**src/udpfh_pkg.sv**
```systemverilog
`default_nettype none
package udpfh_pkg;

   // Default values of the top-level parameters.
   localparam int ADDR_LIMIT_MAX_DEF    = 1024;
   localparam int MAX_MESSAGE_BYTES_DEF = 65535;

   // Field widths.
   localparam int ALEN_W  = 11;
   localparam int COUNT_W = 16;

   // Reset value of the address limit register.
   localparam logic [ALEN_W-1:0] ADDR_LIMIT_RESET = 11'd255;

   // Fixed header length and the value mask of the first varint byte.
   localparam logic [ALEN_W-1:0] HDR_BYTES   = 11'd8;
   localparam logic [7:0]        VARINT_MASK = 8'h3F;

   // Parse phases.
   localparam logic [2:0] PH_HEADER  = 3'd0;
   localparam logic [2:0] PH_VFIRST  = 3'd1;
   localparam logic [2:0] PH_VREST   = 3'd2;
   localparam logic [2:0] PH_ADDR    = 3'd3;
   localparam logic [2:0] PH_PAYLOAD = 3'd4;
   localparam logic [2:0] PH_ERROR   = 3'd5;

   // Message status codes.
   localparam logic [1:0] ST_OK    = 2'd0;
   localparam logic [1:0] ST_TRUNC = 2'd1;
   localparam logic [1:0] ST_FRAG  = 2'd2;
   localparam logic [1:0] ST_LONG  = 2'd3;

   // Byte class codes.
   localparam logic [1:0] CLS_HEADER  = 2'd0;
   localparam logic [1:0] CLS_ADDRESS = 2'd1;
   localparam logic [1:0] CLS_PAYLOAD = 2'd2;
   localparam logic [1:0] CLS_IGNORED = 2'd3;

   // One result item.
   typedef struct packed {
      logic [1:0]         byte_class;
      logic [7:0]         byte_echo;
      logic               done_res;
      logic [1:0]         status;
      logic [31:0]        session_tag;
      logic [15:0]        packet_tag;
      logic [7:0]         frag_id;
      logic [7:0]         frag_total;
      logic [ALEN_W-1:0]  address_length;
      logic [ALEN_W-1:0]  payload_start;
      logic [COUNT_W-1:0] data_length;
   } result_type;

endpackage
`default_nettype wire

```
**src/udpfh_if.sv**
```systemverilog
`default_nettype none
// Request channel: one message byte per item.
interface udpfh_req_if;
   logic       valid;
   logic       ready;
   logic [7:0] byte_in;
   logic       is_last;

   modport source (output valid, output byte_in, output is_last, input ready);
   modport sink (input valid, input byte_in, input is_last, output ready);
endinterface

// Response channel: one classified byte, with the summary on the last one.
interface udpfh_rsp_if;
   logic        valid;
   logic        ready;
   logic [1:0]  byte_class;
   logic [7:0]  byte_echo;
   logic        done_res;
   logic [1:0]  status;
   logic [31:0] session_tag;
   logic [15:0] packet_tag;
   logic [7:0]  frag_id;
   logic [7:0]  frag_total;
   logic [10:0] address_length;
   logic [10:0] payload_start;
   logic [15:0] data_length;

   modport source (output valid, output byte_class, output byte_echo, output done_res,
                   output status, output session_tag, output packet_tag, output frag_id,
                   output frag_total, output address_length, output payload_start,
                   output data_length, input ready);
   modport sink (input valid, input byte_class, input byte_echo, input done_res,
                 input status, input session_tag, input packet_tag, input frag_id,
                 input frag_total, input address_length, input payload_start,
                 input data_length, output ready);
endinterface
`default_nettype wire

```
**src/udpfh_step.sv**
```systemverilog
`default_nettype none
module udpfh_step
   import udpfh_pkg::*;
#(
   parameter int ADDR_LIMIT_MAX    = ADDR_LIMIT_MAX_DEF,
   parameter int MAX_MESSAGE_BYTES = MAX_MESSAGE_BYTES_DEF
) (
   input  wire logic              clock,
   input  wire logic              reset,
   input  wire logic              step_en,
   input  wire logic [7:0]        byte_in,
   input  wire logic              is_last,
   input  wire logic [ALEN_W-1:0] addr_limit,
   output result_type            result
);

   // Ceilings that follow from the parameters.
   localparam logic [ALEN_W-1:0] LimCap =
      (ADDR_LIMIT_MAX < 2047) ? ALEN_W'(ADDR_LIMIT_MAX) : {ALEN_W{1'b1}};
   localparam logic [COUNT_W-1:0] PayCap =
      (MAX_MESSAGE_BYTES < 65535) ? COUNT_W'(MAX_MESSAGE_BYTES) : {COUNT_W{1'b1}};

   logic [2:0]         phase_ff, phase_in;
   logic [3:0]         hpos_ff, hpos_in;
   logic [2:0]         vrem_ff, vrem_in;
   logic [ALEN_W-1:0]  acc_ff, acc_in;
   logic               ovf_ff, ovf_in;
   logic [ALEN_W-1:0]  arem_ff, arem_in;
   logic [31:0]        sess_ff, sess_in;
   logic [15:0]        pkt_ff, pkt_in;
   logic [7:0]         fidx_ff, fidx_in;
   logic [7:0]         ftot_ff, ftot_in;
   logic [1:0]         err_ff, err_in;
   logic [ALEN_W-1:0]  poff_ff, poff_in;
   logic [COUNT_W-1:0] pcnt_ff, pcnt_in;

   logic [ALEN_W-1:0]  lim;
   logic [1:0]         cls;
   logic               do_finish;
   logic [3:0]         nbytes;
   logic [18:0]        shifted;
   logic [1:0]         st;

   // The limit in force is the smaller of the register and the ceiling.
   assign lim = (addr_limit < LimCap) ? addr_limit : LimCap;

   // Next state for the byte being processed.
   always_comb begin
      phase_in  = phase_ff;
      hpos_in   = hpos_ff;
      vrem_in   = vrem_ff;
      acc_in    = acc_ff;
      ovf_in    = ovf_ff;
      arem_in   = arem_ff;
      sess_in   = sess_ff;
      pkt_in    = pkt_ff;
      fidx_in   = fidx_ff;
      ftot_in   = ftot_ff;
      err_in    = err_ff;
      poff_in   = poff_ff;
      pcnt_in   = pcnt_ff;
      cls       = CLS_HEADER;
      do_finish = 1'b0;
      nbytes    = 4'd1 << byte_in[7:6];
      shifted   = {acc_ff, byte_in};

      unique case (phase_ff)
         PH_HEADER: begin
            if (hpos_ff < 4'd4) begin
               sess_in = {sess_ff[23:0], byte_in};
            end else if (hpos_ff < 4'd6) begin
               pkt_in = {pkt_ff[7:0], byte_in};
            end else if (hpos_ff == 4'd6) begin
               fidx_in = byte_in;
            end else begin
               ftot_in = byte_in;
            end
            if (hpos_ff >= 4'd7) begin
               // The count has just arrived; check it against the index.
               if (ftot_in == 8'd0 || fidx_ff >= ftot_in) begin
                  err_in   = ST_FRAG;
                  phase_in = PH_ERROR;
               end else begin
                  phase_in = PH_VFIRST;
               end
            end else begin
               hpos_in = hpos_ff + 4'd1;
            end
         end
         PH_VFIRST: begin
            acc_in  = ALEN_W'(byte_in & VARINT_MASK);
            ovf_in  = 1'b0;
            vrem_in = 3'(nbytes - 4'd1);
            poff_in = HDR_BYTES + ALEN_W'(nbytes);
            if (vrem_in == 3'd0) begin
               do_finish = 1'b1;
            end else begin
               phase_in = PH_VREST;
            end
         end
         PH_VREST: begin
            ovf_in  = ovf_ff | (shifted[18:ALEN_W] != '0);
            acc_in  = shifted[ALEN_W-1:0];
            vrem_in = vrem_ff - 3'd1;
            do_finish = (vrem_in == 3'd0);
         end
         PH_ADDR: begin
            cls     = CLS_ADDRESS;
            arem_in = arem_ff - ALEN_W'(1);
            if (arem_in == '0) begin
               phase_in = PH_PAYLOAD;
            end
         end
         PH_PAYLOAD: begin
            cls = CLS_PAYLOAD;
            if (pcnt_ff < PayCap) begin
               pcnt_in = pcnt_ff + COUNT_W'(1);
            end
         end
         default: begin
            cls = CLS_IGNORED;
         end
      endcase

      // Varint complete: check the length and place the payload.
      if (do_finish) begin
         if (ovf_in || acc_in > lim) begin
            err_in   = ST_LONG;
            phase_in = PH_ERROR;
         end else begin
            arem_in  = acc_in;
            poff_in  = poff_in + acc_in;
            phase_in = (acc_in == '0) ? PH_PAYLOAD : PH_ADDR;
         end
      end
   end

   // Result item, with the summary on the last byte only.
   always_comb begin
      st = err_in;
      if (st == ST_OK && phase_in != PH_PAYLOAD) begin
         st = ST_TRUNC;
      end
      result = '0;
      result.byte_class = cls;
      result.byte_echo  = byte_in;
      if (is_last) begin
         result.done_res    = 1'b1;
         result.status      = st;
         result.session_tag = sess_in;
         result.packet_tag  = pkt_in;
         result.frag_id     = fidx_in;
         result.frag_total  = ftot_in;
         if (st == ST_OK) begin
            result.address_length = acc_in;
            result.payload_start  = poff_in;
            result.data_length    = pcnt_in;
         end
      end
   end

   // Parser state; the last byte of a message returns it to reset.
   always_ff @(posedge clock) begin
      if (reset || (step_en && is_last)) begin
         phase_ff <= PH_HEADER;
         hpos_ff  <= '0;
         vrem_ff  <= '0;
         acc_ff   <= '0;
         ovf_ff   <= 1'b0;
         arem_ff  <= '0;
         sess_ff  <= '0;
         pkt_ff   <= '0;
         fidx_ff  <= '0;
         ftot_ff  <= '0;
         err_ff   <= ST_OK;
         poff_ff  <= '0;
         pcnt_ff  <= '0;
      end else if (step_en) begin
         phase_ff <= phase_in;
         hpos_ff  <= hpos_in;
         vrem_ff  <= vrem_in;
         acc_ff   <= acc_in;
         ovf_ff   <= ovf_in;
         arem_ff  <= arem_in;
         sess_ff  <= sess_in;
         pkt_ff   <= pkt_in;
         fidx_ff  <= fidx_in;
         ftot_ff  <= ftot_in;
         err_ff   <= err_in;
         poff_ff  <= poff_in;
         pcnt_ff  <= pcnt_in;
      end
   end

endmodule
`default_nettype wire

```
**src/udp_fragment_header_parser_unit.sv**
```systemverilog
// An accepted request item passes through the input register, then the response register.
// Throughput: one byte per cycle while responses are taken; the input register and the
// response register each hold an item, so a byte is still taken while a response waits.
// Reset (synchronous, active high) returns the parser to the start of a
// message, empties both registers and sets the address limit to 255.
`default_nettype none
module udp_fragment_header_parser_unit
   import udpfh_pkg::*;
#(
   parameter int ADDR_LIMIT_MAX    = ADDR_LIMIT_MAX_DEF,
   parameter int MAX_MESSAGE_BYTES = MAX_MESSAGE_BYTES_DEF
) (
   input  wire logic              clock,
   input  wire logic              reset,
   udpfh_req_if.sink              req_chan,
   udpfh_rsp_if.source            rsp_chan,
   input  wire logic              csr_wr_en,
   input  wire logic [ALEN_W-1:0] csr_wr_data
);

   logic [ALEN_W-1:0] addr_limit_ff;
   logic              in_valid_ff;
   logic [7:0]        in_byte_ff;
   logic              in_last_ff;
   logic              rsp_valid_ff;
   result_type        rsp_data_ff;
   result_type        step_result;
   logic              move;

   // Address limit register.
   always_ff @(posedge clock) begin
      if (reset) begin
         addr_limit_ff <= ADDR_LIMIT_RESET;
      end else if (csr_wr_en) begin
         addr_limit_ff <= csr_wr_data;
      end
   end

   // An item moves to the response register when that register is free or draining.
   assign move           = in_valid_ff && (!rsp_valid_ff || rsp_chan.ready);
   assign req_chan.ready = !in_valid_ff || move;

   // Input register.
   always_ff @(posedge clock) begin
      if (reset) begin
         in_valid_ff <= 1'b0;
      end else if (req_chan.ready) begin
         in_valid_ff <= req_chan.valid;
      end
   end

   always_ff @(posedge clock) begin
      if (req_chan.valid && req_chan.ready) begin
         in_byte_ff <= req_chan.byte_in;
         in_last_ff <= req_chan.is_last;
      end
   end

   // Parser state and per-byte logic.
   udpfh_step #(
      .ADDR_LIMIT_MAX    (ADDR_LIMIT_MAX),
      .MAX_MESSAGE_BYTES (MAX_MESSAGE_BYTES)
   ) u_step (
      .clock      (clock),
      .reset      (reset),
      .step_en    (move),
      .byte_in    (in_byte_ff),
      .is_last    (in_last_ff),
      .addr_limit (addr_limit_ff),
      .result     (step_result)
   );

   // Response register.
   always_ff @(posedge clock) begin
      if (reset) begin
         rsp_valid_ff <= 1'b0;
      end else if (move) begin
         rsp_valid_ff <= 1'b1;
      end else if (rsp_chan.ready) begin
         rsp_valid_ff <= 1'b0;
      end
   end

   always_ff @(posedge clock) begin
      if (move) begin
         rsp_data_ff <= step_result;
      end
   end

   assign rsp_chan.valid          = rsp_valid_ff;
   assign rsp_chan.byte_class     = rsp_data_ff.byte_class;
   assign rsp_chan.byte_echo      = rsp_data_ff.byte_echo;
   assign rsp_chan.done_res       = rsp_data_ff.done_res;
   assign rsp_chan.status         = rsp_data_ff.status;
   assign rsp_chan.session_tag    = rsp_data_ff.session_tag;
   assign rsp_chan.packet_tag     = rsp_data_ff.packet_tag;
   assign rsp_chan.frag_id        = rsp_data_ff.frag_id;
   assign rsp_chan.frag_total     = rsp_data_ff.frag_total;
   assign rsp_chan.address_length = rsp_data_ff.address_length;
   assign rsp_chan.payload_start  = rsp_data_ff.payload_start;
   assign rsp_chan.data_length    = rsp_data_ff.data_length;

`ifndef SYNTH
   // A byte that is not the last one carries no summary.
   a_no_summary: assert property (@(posedge clock) disable iff (reset)
      rsp_valid_ff && !rsp_data_ff.done_res |->
         rsp_data_ff.status == ST_OK && rsp_data_ff.session_tag == '0 &&
         rsp_data_ff.data_length == '0)
      else $error("summary fields set on a byte that is not the last");

   // A failed message reports no lengths or offset.
   a_err_zero: assert property (@(posedge clock) disable iff (reset)
      rsp_valid_ff && rsp_data_ff.done_res && rsp_data_ff.status != ST_OK |->
         rsp_data_ff.address_length == '0 && rsp_data_ff.payload_start == '0 &&
         rsp_data_ff.data_length == '0)
      else $error("lengths reported for a failed message");

   // A held input item stays in the input register until it moves on.
   a_in_hold: assert property (@(posedge clock) disable iff (reset)
      in_valid_ff && !move |=> in_valid_ff && $stable(in_byte_ff) && $stable(in_last_ff))
      else $error("held input item lost or changed");
`endif

endmodule
`default_nettype wire

```
**src/flat_wrapper.sv**
```systemverilog
// flat-port wrapper written by rule: the top's interface ports become plain ports
module udp_fragment_header_parser_unit_flat import udpfh_pkg::*;
#(
   parameter int ADDR_LIMIT_MAX    = ADDR_LIMIT_MAX_DEF,
   parameter int MAX_MESSAGE_BYTES = MAX_MESSAGE_BYTES_DEF
)
  (clock, reset, csr_wr_en, csr_wr_data, req_chan_valid, req_chan_byte_in, req_chan_is_last, req_chan_ready, rsp_chan_valid, rsp_chan_byte_class, rsp_chan_byte_echo, rsp_chan_done_res, rsp_chan_status, rsp_chan_session_tag, rsp_chan_packet_tag, rsp_chan_frag_id, rsp_chan_frag_total, rsp_chan_address_length, rsp_chan_payload_start, rsp_chan_data_length, rsp_chan_ready);
  udpfh_req_if req_chan_i ();
  udpfh_rsp_if rsp_chan_i ();
  input  wire logic clock;
  input  wire logic reset;
  input  wire logic csr_wr_en;
  input  wire logic [ALEN_W-1:0] csr_wr_data;
  input wire logic [$bits(req_chan_i.valid)-1:0] req_chan_valid;
  input wire logic [$bits(req_chan_i.byte_in)-1:0] req_chan_byte_in;
  input wire logic [$bits(req_chan_i.is_last)-1:0] req_chan_is_last;
  output wire logic [$bits(req_chan_i.ready)-1:0] req_chan_ready;
  output wire logic [$bits(rsp_chan_i.valid)-1:0] rsp_chan_valid;
  output wire logic [$bits(rsp_chan_i.byte_class)-1:0] rsp_chan_byte_class;
  output wire logic [$bits(rsp_chan_i.byte_echo)-1:0] rsp_chan_byte_echo;
  output wire logic [$bits(rsp_chan_i.done_res)-1:0] rsp_chan_done_res;
  output wire logic [$bits(rsp_chan_i.status)-1:0] rsp_chan_status;
  output wire logic [$bits(rsp_chan_i.session_tag)-1:0] rsp_chan_session_tag;
  output wire logic [$bits(rsp_chan_i.packet_tag)-1:0] rsp_chan_packet_tag;
  output wire logic [$bits(rsp_chan_i.frag_id)-1:0] rsp_chan_frag_id;
  output wire logic [$bits(rsp_chan_i.frag_total)-1:0] rsp_chan_frag_total;
  output wire logic [$bits(rsp_chan_i.address_length)-1:0] rsp_chan_address_length;
  output wire logic [$bits(rsp_chan_i.payload_start)-1:0] rsp_chan_payload_start;
  output wire logic [$bits(rsp_chan_i.data_length)-1:0] rsp_chan_data_length;
  input wire logic [$bits(rsp_chan_i.ready)-1:0] rsp_chan_ready;
  assign req_chan_i.valid = req_chan_valid;
  assign req_chan_i.byte_in = req_chan_byte_in;
  assign req_chan_i.is_last = req_chan_is_last;
  assign req_chan_ready = req_chan_i.ready;
  assign rsp_chan_valid = rsp_chan_i.valid;
  assign rsp_chan_byte_class = rsp_chan_i.byte_class;
  assign rsp_chan_byte_echo = rsp_chan_i.byte_echo;
  assign rsp_chan_done_res = rsp_chan_i.done_res;
  assign rsp_chan_status = rsp_chan_i.status;
  assign rsp_chan_session_tag = rsp_chan_i.session_tag;
  assign rsp_chan_packet_tag = rsp_chan_i.packet_tag;
  assign rsp_chan_frag_id = rsp_chan_i.frag_id;
  assign rsp_chan_frag_total = rsp_chan_i.frag_total;
  assign rsp_chan_address_length = rsp_chan_i.address_length;
  assign rsp_chan_payload_start = rsp_chan_i.payload_start;
  assign rsp_chan_data_length = rsp_chan_i.data_length;
  assign rsp_chan_i.ready = rsp_chan_ready;
  udp_fragment_header_parser_unit #(.ADDR_LIMIT_MAX(ADDR_LIMIT_MAX), .MAX_MESSAGE_BYTES(MAX_MESSAGE_BYTES)) u_core (.clock(clock), .reset(reset), .req_chan(req_chan_i), .rsp_chan(rsp_chan_i), .csr_wr_en(csr_wr_en), .csr_wr_data(csr_wr_data));
endmodule
```
**config.mk**
```make
export PLATFORM = sky130hd
export DESIGN_NAME = udp_fragment_header_parser_unit_flat
export DESIGN_NICKNAME = d
export VERILOG_FILES = /design/src/udpfh_pkg.sv /design/src/udpfh_if.sv /design/src/udpfh_step.sv /design/src/udp_fragment_header_parser_unit.sv /design/src/flat_wrapper.sv
export SDC_FILE = /design/constraint.sdc
export NUM_CORES = 1
export LEC_CHECK = 0
export BUFFER_PORTS_ARGS = -buffer_cell sky130_fd_sc_hd__buf_2
export CORE_MARGIN = 8
export CORE_UTILIZATION = 53
export DETAILED_ROUTE_END_ITERATION = 10
export PLACE_DENSITY = 0.87
export SLEW_MARGIN = 20
export SYNTH_ARGS = -nofsm -noshare
export SYNTH_HDL_FRONTEND = slang
export SYNTH_SLANG_ARGS = --single-unit
```
**constraint.sdc**
```tcl
create_clock -name clock -period 4.79 [get_ports clock]
set_input_delay 0.2395 -clock clock [delete_from_list [all_inputs] [get_ports clock]]
set_output_delay 0.2395 -clock clock [all_outputs]
set_load 0.1 [all_outputs]
```
==> metrics.txt, run 1 <==
Die Height=between 150 and 200 um; peak supply drop=about 0.25 mV; top-area cell type share of the netlist area=30.08%; Routed WL=~32 mm; dominant synthesized flop cell=dfxtp_1; gr ovfl total=0; Row Count=56; CTS tree=built; Final Hold Viols=0; total iterations of the first detailed-routing run=6; TNS Setup=0 ns; CP Launch Type=flop; Area contributors post-synth=edfxtp_1, dfxtp_1, nand2_1; crit end category=flop; ys async rst share=0%; Core Area=approximately 23000 sq um; yosys warns=0; placed instance area=around 13000 sq um; Design Area, Final=roughly 14000 sq um; initial antenna violation count=0; drt initial violations=around 1000; Leak=between 5 and 6 nW; Synth Instances=between 1000 and 1500; leading area contributor after synthesis=edfxtp_1; largest net degree at the start of global routing=between 90 and 100; Chip Width=~170 um; WL/cell=about 18 um; CP max FO=26; syn avg cell area=between 9 and 10 sq um; Max Clock Skew=0.01444 ns; DRC Markers=0; clk_lat worst skew=~0.53 ns; status=finished, final reports clean; relative slew slack=around 31%; cell area after synthesis=~12000 sq um; number of diodes=0; Area Overhead vs Synth=16.95%; layout cells sized above 1=approximately 15%; nets=between 1500 and 2000; flop and latch count out of synthesis=around 260; DPL Wire Length=around 21 mm; initial core utilization=a little over half; routability cong.=between 0.9 and 1; crit path DAT=4.78 ns; FMAX=~230 MHz; critical setup path kind=flop to flop; via count=10310; Syn Nets=approximately 1400; clock buffer depth=3; Data required, critical path=slightly above 5 ns; Tot Pwr=~0.005 W; synth cell count leaders=nand2_1, dfxtp_1, edfxtp_1; first-pass GRT wire length=50.09 mm; Reg clk slew, reported paths=roughly 0.060 ns; RSZ-0062 raised after global routing=no; Post-synth EDFFs=about 120; register area share after synthesis=between 50% and 60%; H-tree level count=1; CTS Sinks=roughly 260; I/O Pins=142; GRT Total Usage=a little over a fifth; actual slew at the worst max-slew pin=1.033 ns; root buffer cell=clkbuf_16; Tcrit/Tclk final=between 90 and 100%; worst hold path type=primary input to flop; Pwr Density=between 300 and 400 nW/um^2; post-route ant nets=0; die area=about 29000 sq um; # setup viols final=0; most frequent cell after synthesis=nand2_1; # Max-Cap Violations=0; Synth cell types=63; CTS buffer count=28; minimum clock period=between 4 and 5 ns; Final Max Tran Viols=0; final core utilization=a little over three fifths; vias in the first global route=around 10000; I/O Buffers=141; routed vias/inst=5.728
[cell usage in the layout (no fill, tap or decap), drive strengths merged, types with 6 or more instances in the layout]
| cell type | n |
|---|---|
| clkbuf | 37 |
| nor4 | 14 |
| o21a | 7 |
| nor2b | 33 |
| nand2 | 281 |
| and2 | 9 |
| nand4 | 7 |
| dlygate4sd3 | 21 |
| mux2i | 29 |
| a21boi | 49 |
| a22oi | 14 |
| dfxtp | 139 |
| clkinv | 11 |
| and3 | 6 |
| o211a | 8 |
| xnor2 | 17 |
| inv | 31 |
| xor2 | 15 |
| nor3 | 17 |
| nor3b | 6 |
| buf | 169 |
| nor2 | 109 |
| a21oi | 118 |
| or3 | 8 |
| ha | 35 |
| nand3 | 25 |
| a211oi | 14 |
| o21ai | 42 |
| nand2b | 8 |
| a21o | 8 |
| edfxtp | 124 |
| a211o | 9 |
[what timing repair did]
action,CTS,global route
hold buffers,21,0
gates resized for setup,0,1
endpoints found under the setup margin,0,1
buffers inserted,0,0
hold endpoints to repair,21,0
[through the flow]
stage / worst slack [ns] / hold WS (ns) / cells
after floorplan: 0.7738 / 0.3381 / 1325
after global routing: 0.08165 / 0.03686 / 1800
after global placement: 0.6403 / 0.4183 / 1727
after detailed placement: 0.4649 / 0.4176 / 1727
final: 0.3484 / 0.02373 / 1800
after CTS: 0.4033 / 0.01407 / 1800
[area by class of cell]
cell class / count / area, sq um
Clock inverter: 15 / 107.6
Multi-Input combinational cell: 945 / 5450
Inverter: 31 / 121.4
Tap cell: 319 / 399.1
Fill cell: 1855 / 8716
Timing Repair Buffer: 190 / 1126
Clock buffer: 37 / 765.7
Sequential cell: 263 / 6506
[where the power goes]
group	internal (W)	total [W]	switching, W
registers	0.00242	0.00245	0.0000307
logic	0.000104	0.000563	0.000459
clock network	0.00118	0.00204	0.000864
[routing by layer]
| metal | wire length, um | part of all wire, % | global-route usage [%] |
|---|---|---|---|
| met3 | 2584 | 8.2 | 3.774 |
| met5 | 0 | 0 | 0 |
| met1 | 13120 | 42 | 27.50 |
| met2 | 15080 | 48 | 35.98 |
| met4 | 717 | 2.3 | 6.405 |
[worst max-delay path: stages (launching register included)]
cell and delay (ns):
dfxtp_1 0.68, nor2b_1 0.44, a21oi_1 0.12, o21ai_0 0.65
ha_1 0.36, o21ai_0 0.18, a32oi_1 0.08, a21oi_1 0.39
nor2_1 0.20, a2111oi_2 0.43, o2111ai_2 0.20, buf_4 0.27
a211oi_1 0.24
[path summary, 6_finish.rpt]
check	start	to	slack (ns)	cells past startpoint
setup / recovery	u_core.u_step.phase_ff[1]	u_core.rsp_chan.data_length[12]	0.35	12
hold / removal	rsp_chan_ready	u_core.rsp_chan.valid	0.02	4
setup reg to reg	u_core.u_step.phase_ff[1]	u_core.rsp_chan.data_length[12]	0.35	12
hold reg to reg	u_core.u_step.sess_ff[31]	u_core.u_step.sess_ff[31]	0.46	2
[kinds of logic (layout without fill, tap and decap cells)]
logic type,after synthesis,in the layout,synth area share [%]
AO/OA/AOI/OAI,309,309,16.04
flip-flops,263,263,52.56
XOR/XNOR,32,32,2.264
buffers and inverters,117,273,3.720
multiplexers,31,31,2.527
adder cells (fa/ha/maj),36,36,3.700
AND/OR/NAND/NOR,537,537,19.19
[sequential cells by signal, indices dropped and copies added (netlist names), 11 cells and up]
register and cells:
u_core.rsp_chan.address_length 11, u_core.u_step.acc_ff 11, u_core.rsp_chan.data_length 16, u_core.u_step.arem_ff 11
u_core.addr_limit_ff 11, u_core.u_step.sess_ff 32, u_core.rsp_chan.payload_start 11, u_core.rsp_chan.packet_tag 16
u_core.u_step.pcnt_ff 16, u_core.u_step.poff_ff 11, u_core.rsp_chan.session_tag 32, u_core.u_step.pkt_ff 16
Power figures use the tool's default switching activity.
==> run 2, diff against run 1 <==
--- a/config.mk
+++ b/config.mk
@@ -7,9 +7,9 @@
 export LEC_CHECK = 0
 export BUFFER_PORTS_ARGS = -buffer_cell sky130_fd_sc_hd__buf_2
 export CORE_MARGIN = 8
-export CORE_UTILIZATION = 53
+export CORE_UTILIZATION = 59
 export DETAILED_ROUTE_END_ITERATION = 10
-export PLACE_DENSITY = 0.87
+export PLACE_DENSITY = 0.91
 export SLEW_MARGIN = 20
 export SYNTH_ARGS = -nofsm -noshare
 export SYNTH_HDL_FRONTEND = slang
==> constraint.sdc (replaced) <==
create_clock -name clock -period 4.5 [get_ports clock]
set_input_delay 0.225 -clock clock [delete_from_list [all_inputs] [get_ports clock]]
set_output_delay 0.225 -clock clock [all_outputs]
set_load 0.1 [all_outputs]
==> run 2 against run 1 <==
Net effect:
- wire length down 0.95%
- register-to-register slack gained 0.03 ns
- sequential share of layout area decreased by 0.27 points
- global-route usage increased by 1.7 points
- power rose by 12%
- final cell count shrank 2.4%
- worst setup slack better by 0.034 ns
- core utilization increased by 7.5 points
- clock power rose by 20%
- final area is 0.60% higher
- critical path type unchanged
==> metrics.txt, run 2 (synthesized netlist as in run 1, its figures left out) <==
routed vias/inst=5.949 (+3.9%); actual slew at the worst max-slew pin=1.058 ns (+0.02504 ns); # setup viols final=0 (unchanged); layout cells sized above 1=15.53% (+0.14 points); Worst path max stage delay=0.41 ns (-0.27 ns); DPL Wire Length=20.65 mm (-0.94%); Reg clk slew, reported paths=0.06 ns (about the same); initial antenna violation count=0 (unchanged); routability cong.=0.9654 (+5.8%); Row Count=53 (-5.4%); post-route ant nets=0 (unchanged); drt initial violations=1032 (+3.3%); Post-Layout Cell Count=1756 (-2.4%); largest net degree at the start of global routing=99 (+2.1%); Chip Width=160.8 um (-4.7%); crit end category=flop; Die Height=160.8 um (-4.7%); number of diodes=0 (unchanged); worst hold path type=primary input to flop; Area Overhead vs Synth=17.65%; I/O Pins=142 (unchanged); FMAX=242.9 MHz (+7.9%); GRT Total Usage=22.98% (+1.7 points); vias in the first global route=9822 (+0.41%); status=finished, final reports clean; DRC Markers=0 (unchanged); # Max-Cap Violations=0 (unchanged); die area=25870 sq um (-9.2%); Worst Setup Slack, final=0.3826 ns (+0.03419 ns); Final Max Tran Viols=0 (unchanged); CP max FO=25 (-3.8%); peak supply drop=0.2834 mV (+12%); crit path DAT=4.48 ns (-0.30 ns); nets=1521 (+0.066%); via count=10450 (+1.3%); Tcrit/Tclk final=91.50% (-1.2 points); RSZ-0062 raised after global routing=no; CP Launch Type=flop; gr ovfl total=0 (unchanged); CP most frequent cell=a21o_1; CTS tree=built; total iterations of the first detailed-routing run=6 (unchanged); Routed WL=31.21 mm (-0.95%); cells along the critical path=buf_4 > a21o_1 > a2bb2oi_1 > inv_1 > ha_1 > a21o_1 > a21o_1 > a221o_1 > a21oi_1 > nor2_1 > a2111oi_2 > o2111ai_2 > buf_4 > a211oi_1; TNS Setup=0 ns (unchanged); Core Area=20820 sq um (-10%); Data required, critical path=4.86 ns (-0.27 ns); Max Clock Skew=0.01036 ns (-0.004082 ns); first-pass GRT wire length=49.78 mm (-0.62%); CTS Sinks=263 (unchanged); Leak=5.513 nW (+1.1%); pre-CTS WS=0.4814 ns (+0.01645 ns); minimum clock period=4.117 ns (-0.3242 ns); Post-CTS Setup Repair Bufs=0 (unchanged); relative slew slack=28.91% (-2.0 points); hold_ws=0.07160 ns (+0.04788 ns); clock buffer depth=3 (unchanged); CTS buffer count=27 (-3.6%); post-CTS sizing=0 (unchanged); initial core utilization=59.45% (+6.1 points); hold buffers post-CTS=22 (+4.8%); Pwr Density=387.6 nW/um^2 (+11%); critical setup path kind=flop to flop; H-tree level count=1 (unchanged); WL/cell=17.77 um (+1.5%); most common cell after layout, fill and taps aside=nand2_1; clk_lat worst skew=0.54 ns (about the same); root buffer cell=clkbuf_16; commonest cells after routing, fill and taps aside=nand2_1, buf_2, dfxtp_1, edfxtp_1, a21oi_1; Final Hold Viols=0 (unchanged); Placed Cells=1684 (-2.5%); Max stage delay cell, worst path=a2bb2oi_1; I/O Buffers=141 (unchanged)
## run 2: cell count changes in the layout (fill, tap and decap cells not counted), sizes merged
| cell | previous run | this run |
|---|---|---|
| bufinv | 1 | 7 |
| clkbuf | 37 | 31 |
| buf | 169 | 170 |
| clkinv | 11 | 10 |
| clkinvlp | 3 | 2 |
| dlygate4sd3 | 21 | 22 |
## run 2: per-stage QoR
stage               instance area [sq um]  total power [W]  util, %
finish                              14560         0.005645    69.94
global route                        14560         0.005803    69.94
CTS                                 14560         0.005663    69.92
detailed placement                  13360         0.003230    64.14
global placement                    13360         0.003225    64.14
floorplan                           12390         0.003115        -
## run 2: final timing paths
kind	from	end	slack, ns	depth (start not counted)
max	u_core.u_step.phase_ff[0]	u_core.rsp_chan.data_length[14]	0.38	14
min	reset	u_core.addr_limit_ff[10]	0.07	2
max reg2reg	u_core.u_step.phase_ff[0]	u_core.rsp_chan.data_length[14]	0.38	14
min reg2reg	u_core.u_step.sess_ff[26]	u_core.u_step.sess_ff[26]	0.46	2
## run 2: area by class of cell
| type | count | area [sq um] |
|---|---|---|
| tap | 275 | 344.1 |
| clock inverter | 19 | 282.8 |
| timing repair buffer | 192 | 1156 |
| multi-input combinational | 945 | 5451 |
| inverter | 31 | 121.4 |
| clock buffer | 31 | 700.7 |
| fill | 1510 | 6260 |
| sequential | 263 | 6506 |
## run 2: critical path, delay by kind of cell, from the launching register on
family / cells / cell delay [ns]
and+or+nand+nor: 1 / 0.20
AOI/OAI and AO/OA: 9 / 2.42
buffers and inverters: 3 / 0.61
DFF: 1 / 0.37
adders and majority gates: 1 / 0.33
## run 2: layer usage
layer / vias to the layer above / share of wire (%) / GRT usage [%]
met3: 78 / 7.8 / 4.709
met5: - / 0 / 0
li1: 4927 / - / -
met4: 0 / 2.8 / 7.660
met1: 4992 / 40 / 28.43
met2: 449 / 49 / 39.38
## run 2: power by group
group | leakage [nW] | switching, W | internal, W
Clock | 0.476 | 0.000927 | 0.00152
Sequential | 2.31 | 0.0000369 | 0.00257
Combinational | 2.73 | 0.000479 | 0.000111
Total | 5.51 | 0.00144 | 0.00420
==> run 3, diff against run 2 <==
--- a/config.mk
+++ b/config.mk
@@ -5,11 +5,12 @@
 export SDC_FILE = /design/constraint.sdc
 export NUM_CORES = 1
 export LEC_CHECK = 0
-export BUFFER_PORTS_ARGS = -buffer_cell sky130_fd_sc_hd__buf_2
 export CORE_MARGIN = 8
-export CORE_UTILIZATION = 59
+export CORE_UTILIZATION = 60
 export DETAILED_ROUTE_END_ITERATION = 10
-export PLACE_DENSITY = 0.91
+export DONT_BUFFER_PORTS = 1
+export PLACE_DENSITY = 0.87
+export SKIP_CTS_REPAIR_TIMING = 1
 export SLEW_MARGIN = 20
 export SYNTH_ARGS = -nofsm -noshare
 export SYNTH_HDL_FRONTEND = slang
==> run 3 against run 2 <==
Net effect:
- combinational power decreased by 59%
- power decreased by 0.75%
- first-iteration DRC count decreased by 1.1%
- worst hold slack got worse by 0.067 ns
- final area decreased by 4.2%
- register-to-register slack got worse by 0.06 ns
- wire length about the same
- highest routed layer unchanged
==> metrics.txt, run 3 (synthesized netlist as in run 1, its figures left out) <==
FILL cells=1475 (-2.3%); Row Count=52 (-1.9%); combinational share of power=4.3% (-6.2 points); Design Area, Final=13960 sq um (-4.2%); sequential power share=52.1% (+5.9 points); Die Height=159.6 um (-0.76%); Switching Fraction=25.71% (+0.14 points); relative slew slack=25.67% (-3.2 points); Pwr Density=401.5 nW/um^2 (+3.6%); number of diodes=0 (unchanged); Leak=5.021 nW (-8.9%); via count=9949 (-4.8%); crit path DAT=4.54 ns (+0.06 ns); Chip Width=159.6 um (-0.76%); met2 Track Usage GR=39.09% (-0.29 points); H-tree level count=1 (unchanged); peak supply drop=0.2900 mV (+2.3%); Data required, critical path=4.86 ns (about the same); clock buffer depth=3 (unchanged); initial antenna violation count=0 (unchanged); die area=25480 sq um (-1.5%); TNS Setup=0 ns (unchanged); WL/cell=19.24 um (+8.2%); routability cong.=0.9123 (-5.5%); Final Max Tran Viols=0 (unchanged); largest net degree at the start of global routing=73 (-26%); Core Area=20230 sq um (-2.8%); GRT Total Usage=23.43% (+0.45 points); Final Hold Viols=0 (unchanged); drt initial violations=1021 (-1.1%); initial core utilization=61.17% (+1.7 points); clock share of power=43.5% (about the same); first-pass GRT wire length=49.47 mm (-0.64%); status=finished, final reports clean; root buffer cell=clkbuf_16; Routed WL=31.22 mm (about the same); most common cell after layout, fill and taps aside=nand2_1; layout cells sized above 1=7.465% (-8.1 points); minimum clock period=4.181 ns (+0.06329 ns); Tot Pwr=0.005603 W (-0.75%); hold_ws=0.004249 ns (-0.06735 ns); CTS buffer count=28 (+3.7%); actual slew at the worst max-slew pin=1.115 ns (+0.05650 ns); FMAX=239.2 MHz (-1.5%); CP Launch Type=flop; gr busiest metal=met2; # Max-Cap Violations=0 (unchanged); I/O Pins=142 (unchanged); Area Overhead vs Synth=12.75%; placed instance area=12670 sq um (-5.2%); Max Clock Skew=0.01419 ns (+0.003831 ns); DPL Wire Length=20.48 mm (-0.82%); RSZ-0062 raised after global routing=no; routed vias/inst=6.130 (+3.0%); CP max FO=12 (-52%); I/O Buffers=0 (-100%); post-route ant nets=0 (unchanged); CTS Sinks=263 (unchanged); vias in the first global route=9162 (-6.7%); crit end category=flop; worst hold path type=primary input to flop; nets=1392 (-8.5%); Reg clk slew, reported paths=0.07 ns (about the same); gr ovfl total=0 (unchanged); CTS tree=built; Sw Pwr=0.001440 W (-0.20%); GR Layer Usage met1=29.93% (+1.5 points); critical setup path kind=flop to flop; Tcrit/Tclk final=92.90% (+1.4 points); # setup viols final=0 (unchanged); GR met3 Demand/Resource=5.321% (+0.61 points); P_int=0.004162 W (-0.94%); clk_lat worst skew=0.54 ns (about the same); total iterations of the first detailed-routing run=6 (unchanged); DRC Markers=0 (unchanged); commonest cells after routing, fill and taps aside=nand2_1, dfxtp_1, edfxtp_1, a21oi_1, nor2_1
## run 3: changes by cell type in the layout (fill, tap and decap cells not counted), moves of 2 or more
cell / before / now
buf_2: 141 / 0
buf_4: 28 / 35
dlygate4sd3_1: 22 / 27
bufinv_16: 7 / 3
clkbuf_16: 27 / 31
clkbuf_8: 1 / 5
clkinv_1: 4 / 2
dfxtp_1: 139 / 137
dfxtp_2: 0 / 2
## run 3: power by group through the flow
stage	Combinational [W]	Clock (W)	Sequential (W)
floorplan	0.000163	0	0.00295
finish	0.000242	0.00244	0.00292
detailed placement	0.000215	0	0.00297
CTS	0.000217	0.00247	0.00292
global route	0.000266	0.00257	0.00293
global placement	0.000211	0	0.00297
## run 3: path summary, 6_finish.rpt
check | start | to | slack, ns | depth (start not counted)
max | u_core.u_step.phase_ff[0] | u_core.rsp_chan.data_length[13] | 0.32 | 16
min | reset | u_core.u_step.phase_ff[2] | 0.004 | 3
max reg2reg | u_core.u_step.phase_ff[0] | u_core.rsp_chan.data_length[13] | 0.32 | 16
min reg2reg | u_core.u_step.pkt_ff[13] | u_core.u_step.pkt_ff[13] | 0.45 | 2
## run 3: layer usage
layer / up-vias / wire, um
li1: 4656 / -
met4: 0 / 809
met1: 4778 / 12800
met5: - / 0
met2: 445 / 14900
met3: 70 / 2717
## run 3: critical path: stages (launching register included)
cell and delay [ns]:
dfxtp_1 0.44, buf_4 0.22, xnor2_1 0.11, nor2_1 0.10, buf_4 0.20, mux2i_1 0.33
inv_1 0.15, ha_1 0.22, a21o_1 0.15, a21o_1 0.17, a221o_1 0.34, a21oi_1 0.34
nor2_1 0.20, a2111oi_2 0.40, o2111ai_2 0.18, buf_4 0.22, nor3_1 0.22
## run 3: cell type report
class	instances	area [sq um]	share of cell area, %
Timing Repair Buffer	62	533.0	3.819
Clock inverter	11	136.4	0.9772
Sequential cell	263	6509	46.64
Multi-Input combinational cell	945	5451	39.06
Inverter	31	121.4	0.8696
Tap cell	270	337.8	2.421
Clock buffer	41	867.1	6.213
## run 3: stage by stage
stage                     instances  worst slack [ns]  util [%]
after floorplan                1325            0.4838         -
after global placement         1544            0.4482     62.60
after detailed placement       1544            0.2805     62.60
after CTS                      1596            0.2363     67.56
after global routing           1623           0.04887     68.97
final                          1623            0.3193     68.97
